===== config.mk =====
export PLATFORM = sky130hd
export DESIGN_NAME = snr_div
export DESIGN_NICKNAME = d
export VERILOG_FILES = /design/src/rtl/snr_pkg.sv /design/src/rtl/snr_div.sv
export SDC_FILE = /design/constraint.sdc
export NUM_CORES = 2
export LEC_CHECK = 0
export BUFFER_PORTS_ARGS = -buffer_cell sky130_fd_sc_hd__buf_2
export CAP_MARGIN = 20
export CELL_PAD_IN_SITES_DETAIL_PLACEMENT = 1
export CELL_PAD_IN_SITES_GLOBAL_PLACEMENT = 1
export CORE_ASPECT_RATIO = 1.75
export CORE_MARGIN = 2
export CORE_UTILIZATION = 48
export DETAILED_ROUTE_END_ITERATION = 7
export PLACE_DENSITY = 0.75
export SYNTH_ARGS = -nofsm -noshare
export SYNTH_HDL_FRONTEND = slang
export SYNTH_SLANG_ARGS = --single-unit

===== constraint.sdc =====
create_clock -name i_clk -period 12.6 [get_ports i_clk]
set_input_delay 1.26 -clock i_clk [delete_from_list [all_inputs] [get_ports i_clk]]
set_output_delay 1.26 -clock i_clk [all_outputs]
set_load 0.02 [all_outputs]

===== src/rtl/snr_pkg.sv =====
// Shared types and constants for the Snell refraction vector pipeline.
`timescale 1ns / 1ps
package snr_pkg;

    localparam int COMPONENT_BITS = 24;
    localparam int FRACTION_BITS  = 16;
    localparam int INDEX_BITS     = 16;
    localparam int ETA_BITS       = INDEX_BITS + FRACTION_BITS;
    localparam int PROD_BITS      = 48;

    localparam int DIV_PER_STAGE  = 4;
    localparam int DIV_STAGES     = ETA_BITS / DIV_PER_STAGE;

    localparam int SQRT_RAD_BITS  = 78;
    localparam int SQRT_ROOT_BITS = SQRT_RAD_BITS / 2;
    localparam int SQRT_REM_BITS  = SQRT_ROOT_BITS + 2;
    localparam int SQRT_PER_STAGE = 3;
    localparam int SQRT_STAGES    = SQRT_ROOT_BITS / SQRT_PER_STAGE;

    typedef logic signed [COMPONENT_BITS-1:0] t_comp;

    typedef enum logic [1:0] {
        ST_OK         = 2'd0,
        ST_TIR        = 2'd1,
        ST_ZERO_INDEX = 2'd2,
        ST_SAT        = 2'd3
    } t_status;

    typedef struct packed {
        t_comp                 incident_x;
        t_comp                 incident_y;
        t_comp                 incident_z;
        t_comp                 normal_x;
        t_comp                 normal_y;
        t_comp                 normal_z;
        logic [INDEX_BITS-1:0] index_from;
        logic [INDEX_BITS-1:0] index_to;
    } t_in;

    typedef struct packed {
        t_comp   refracted_x;
        t_comp   refracted_y;
        t_comp   refracted_z;
        t_status status;
    } t_out;

    // Per-item values carried alongside the arithmetic, in sign-magnitude form.
    typedef struct packed {
        logic [2:0][COMPONENT_BITS-1:0] nv_mag;
        logic [2:0]                     nv_neg;
        logic [2:0][COMPONENT_BITS-1:0] iv_mag;
        logic [2:0]                     iv_neg;
        logic [ETA_BITS-1:0]            eta;
        logic [PROD_BITS-1:0]           ec;
        logic                           zero_idx;
        logic                           tir;
        logic                           sat;
    } t_side;

endpackage


===== src/rtl/snr_div.sv =====
// Pipelined restoring divider that forms eta = index_from * 2^F / index_to.
`timescale 1ns / 1ps
module snr_div (
    input  logic                          i_clk,
    input  logic                          i_rst_n,
    input  logic                          i_valid,
    input  logic [snr_pkg::INDEX_BITS-1:0] i_dividend,
    input  logic [snr_pkg::INDEX_BITS-1:0] i_divisor,
    input  snr_pkg::t_in                  i_side,
    output logic                          o_valid,
    output logic [snr_pkg::ETA_BITS-1:0]  o_quot,
    output snr_pkg::t_in                  o_side
);
    import snr_pkg::*;

    logic [DIV_STAGES-1:0] r_valid;
    logic [INDEX_BITS-1:0] r_rem  [DIV_STAGES];
    logic [ETA_BITS-1:0]   r_quot [DIV_STAGES];
    logic [ETA_BITS-1:0]   r_num  [DIV_STAGES];
    logic [INDEX_BITS-1:0] r_den  [DIV_STAGES];
    t_in                   r_side [DIV_STAGES];

    logic [INDEX_BITS-1:0] x_rem  [DIV_STAGES];
    logic [ETA_BITS-1:0]   x_quot [DIV_STAGES];
    logic [ETA_BITS-1:0]   x_num  [DIV_STAGES];
    logic [INDEX_BITS-1:0] x_den  [DIV_STAGES];
    logic [INDEX_BITS-1:0] n_rem  [DIV_STAGES];
    logic [ETA_BITS-1:0]   n_quot [DIV_STAGES];
    logic [ETA_BITS-1:0]   n_num  [DIV_STAGES];

    always_comb begin
        x_rem[0]  = '0;
        x_quot[0] = '0;
        x_num[0]  = {i_dividend, {FRACTION_BITS{1'b0}}};
        x_den[0]  = i_divisor;
        for (int s = 1; s < DIV_STAGES; s++) begin
            x_rem[s]  = r_rem[s-1];
            x_quot[s] = r_quot[s-1];
            x_num[s]  = r_num[s-1];
            x_den[s]  = r_den[s-1];
        end
    end

    always_comb begin
        logic [INDEX_BITS:0]   trial;
        logic [INDEX_BITS-1:0] rem;
        logic [ETA_BITS-1:0]   quot;
        logic [ETA_BITS-1:0]   num;
        for (int s = 0; s < DIV_STAGES; s++) begin
            rem  = x_rem[s];
            quot = x_quot[s];
            num  = x_num[s];
            for (int j = 0; j < DIV_PER_STAGE; j++) begin
                trial = {rem, num[ETA_BITS-1]};
                num   = num << 1;
                if (trial >= {1'b0, x_den[s]}) begin
                    trial = trial - {1'b0, x_den[s]};
                    quot  = {quot[ETA_BITS-2:0], 1'b1};
                end else begin
                    quot  = {quot[ETA_BITS-2:0], 1'b0};
                end
                rem = trial[INDEX_BITS-1:0];
            end
            n_rem[s]  = rem;
            n_quot[s] = quot;
            n_num[s]  = num;
        end
    end

    always_ff @(posedge i_clk) begin
        if (!i_rst_n) begin
            r_valid <= '0;
        end else begin
            r_valid <= {r_valid[DIV_STAGES-2:0], i_valid};
        end
    end

    always_ff @(posedge i_clk) begin
        r_side[0] <= i_side;
        for (int s = 0; s < DIV_STAGES; s++) begin
            r_rem[s]  <= n_rem[s];
            r_quot[s] <= n_quot[s];
            r_num[s]  <= n_num[s];
            r_den[s]  <= x_den[s];
        end
        for (int s = 1; s < DIV_STAGES; s++) begin
            r_side[s] <= r_side[s-1];
        end
    end

    assign o_valid = r_valid[DIV_STAGES-1];
    assign o_quot  = r_quot[DIV_STAGES-1];
    assign o_side  = r_side[DIV_STAGES-1];

endmodule


==> results.md <==
* Outcome: finished clean
* Final wirelength at 166200 um
* Reg clk slew, reported paths at roughly 70 ps
* Die area at between 100000 and 150000 sq um
* Top Ports at between 400 and 500
* Met2 Wirelength at 92360 um
* Crit-path most repeated cell: o21ai_0
* Worst Tran Pin Value at 1040 ps
* Die X at 281.7 um
* Global-route wire length before repair at approximately 260000 um
* CP Capture Point: r_rem[4][2]
* Fin worst setup slack at ~740 ps
* Nets@finish at around 6800
* Largest net degree at the start of global routing at 28
* Sequential element share of the synthesized area at 0.5587
* Mapped Area at around 65000 sq um
* Max_cap viols at 0
* Overflow after GRT at 0
* Synth Flop Type: dfxtp_1
* Leading cell types in the layout, fill and taps excluded: dfxtp_1 (1808), ha_1 (486), buf_2 (419)
* Fmax at ~0.084 GHz
* Via Count at around 42000
* Critical path class: register to register
* Initial antenna violation count at 13
* Mapped Nets at between 6000 and 7000
* Die Y at between 400 and 500 um
* Type of the worst min-delay path: register to register
* Syn Area/Cell at roughly 11 sq um
* Setup crit end kind: register
* Count of final setup violators at 0
* CP Launch Type: register
* Commonest non-fill, non-tap cell in the layout: dfxtp_1
* Setup Skew at 47.89 ps
* Detailed Place HPWL at approximately 130000 um
* Slowest stage cell on the critical path: dfxtp_1
* Synth warn at 0
* Tot GR Track Use at 0.2394
* Critical path required time at between 10000 and 15000 ps
* Number of flops mapped to enable cells by yosys at 0
* Routed WL per cell at just over 20 um
* Ys async rst share at 0
* Reg2Reg Capture Point: r_rem[4][2]
* R2r startpoint: r_den[3][1]
* Share of layout cells above drive strength 1 at 0.1628
* Tcrit/Tclk final at 0.9413
* Crit path max fanout at 17
* TritonCTS clock tree: yes
* Clock buffer depth at 3
* Layout Utilization at 0.5453
* Drt via density at 5.257
* Largest stage delay, worst path at roughly 580 ps
* Post-synthesis cell type count at just under 100
* WL met3 at roughly 5900 um
* Top layer in use: met5
* Core box area at approximately 130000 sq um
* Hold wc startpoint: r_quot[0][74]
* Max-slew violations at 0
* Reg2reg setup slack at approximately 740 ps
* Placement Setup Slack at slightly above 600 ps
* Yosys reg bits at around 1800
* CTS buffer count at between 150 and 200
* Port buffer count at ~420
* H-tree Lvls at 4
* Clock latency on the worst-skew pair at 790 ps
* Routability Congestion at 0.9268
* Layout area overhead at 13.02%
* Initial Util at 0.4824
* Hold violation total from the final report at 0
* DRT iter0 DRCs at roughly 1600
* Crit path from: r_den[3][1]
* Syn Inst Count at around 5800
* WL met1 at between 50000 and 60000 um
* Clk root buf: clkbuf_16
* Clock Sinks at roughly 1800
* Post-layout min period at between 10000 and 15000 ps
* Vias in the first global route at ~46000
* Crit path DAT at 12490 ps
* DR pass1 iterations at 5
* Post-route ant nets at 0
* Remaining routing DRC violations at 0
* Row count at about 180
* FF-to-FF path depth at 42
* Slew Limit Headroom at 0.3066
## synth_stat cells (31+ instances only)
master	number	share of area
o21bai_1	52	0.0060
nand4_1	66	0.0064
o21a_1	91	0.011
nand3_1	86	0.0066
o21ai_0	262	0.020
a211oi_1	39	0.0045
or3_1	31	0.0030
clkbuf_1	42	0.0024
nand2_1	281	0.016
nor2_1	282	0.016
nor3_1	86	0.0066
xnor2_1	234	0.032
o31ai_1	35	0.0041
buf_4	178	0.021
nor2b_1	78	0.0075
mux2_2	251	0.044
a21oi_1	329	0.025
inv_1	279	0.016
ha_1	486	0.094
dfxtp_1	1808	0.56
xor2_1	110	0.015
a21o_1	135	0.016
nand2b_1	45	0.0043
## stage by stage
stage | hold WS, ps | area (sq um) | instances | TNS (ps)
finish | 304.2 | 73230 | 8055 | 0
global placement | 309.5 | 67670 | 7769 | 0
floorplan | 309.6 | 64790 | 5775 | 0
global route | 304.0 | 73220 | 8054 | -139.2
CTS | 300.7 | 73150 | 8048 | 0
detailed placement | 313.2 | 67670 | 7769 | 0
## cell families (layout without fill, tap and decap cells)
kind of cell    Yosys count  in the layout  share of synthesized area
mux                     287            287                    0.05012
xor+xnor                344            344                    0.04650
other cells               0              3                          0
fa+ha+maj               505            505                    0.09973
flops                  1808           1808                     0.5587
compound gates         1204           1204                     0.1209
buf+inv                 535           1012                    0.04216
simple gates           1092           1092                    0.08192
## flip-flops by register name, summed over array words and instances, names as in the netlist
name     flops
r_rem      112
r_valid      8
r_side    1408
r_den      112
r_num       24
r_quot     144
## worst max-delay path, delay by kind of cell (launching register included)
family | cells | cell delay [ps]
multiplexers | 4 | 1550
flip-flops | 1 | 580
AND/OR/NAND/NOR | 9 | 1670
adder cells (fa/ha/maj) | 4 | 1410
AO/OA/AOI/OAI | 21 | 5470
buffers and inverters | 4 | 1030
## worst min-delay path by stage
stage	to	slack [ps]	cells past startpoint
finish	r_quot[0][110]	300	0
global route	r_side[1][212]	300	0
CTS	r_quot[1][78]	300	0
detailed placement	r_side[0][314]	310	0
global placement	r_side[1][243]	310	0
floorplan	r_num[1][20]	310	0
## routing by layer
metal,vias to the layer above,track usage
met3,454,0.03763
met1,20390,0.2262
li1,20640,-
met5,-,0
met4,12,0.1410
met2,851,0.4728
## area by class of cell
| type | instances | area, sq um |
|---|---|---|
| timing repair buffer | 449 | 2322 |
| tap | 1800 | 2252 |
| antenna | 3 | 7.507 |
| inverter | 284 | 1066 |
| sequential | 1808 | 36190 |
| clock inverter | 69 | 1185 |
| clock buffer | 210 | 4292 |
| fill | 14160 | 61070 |
| multi-input combinational | 3432 | 25910 |
## repair_timing
action | CTS | global route
resized for setup | 0 | 5
buffers inserted | 0 | 4
hold buffers | 0 | 0
endpoints found under the setup margin | 0 | 49
Power is left out: the tool's default activity adds up to more than one toggle a clock period on the data nets, which glitch-free logic cannot reach.
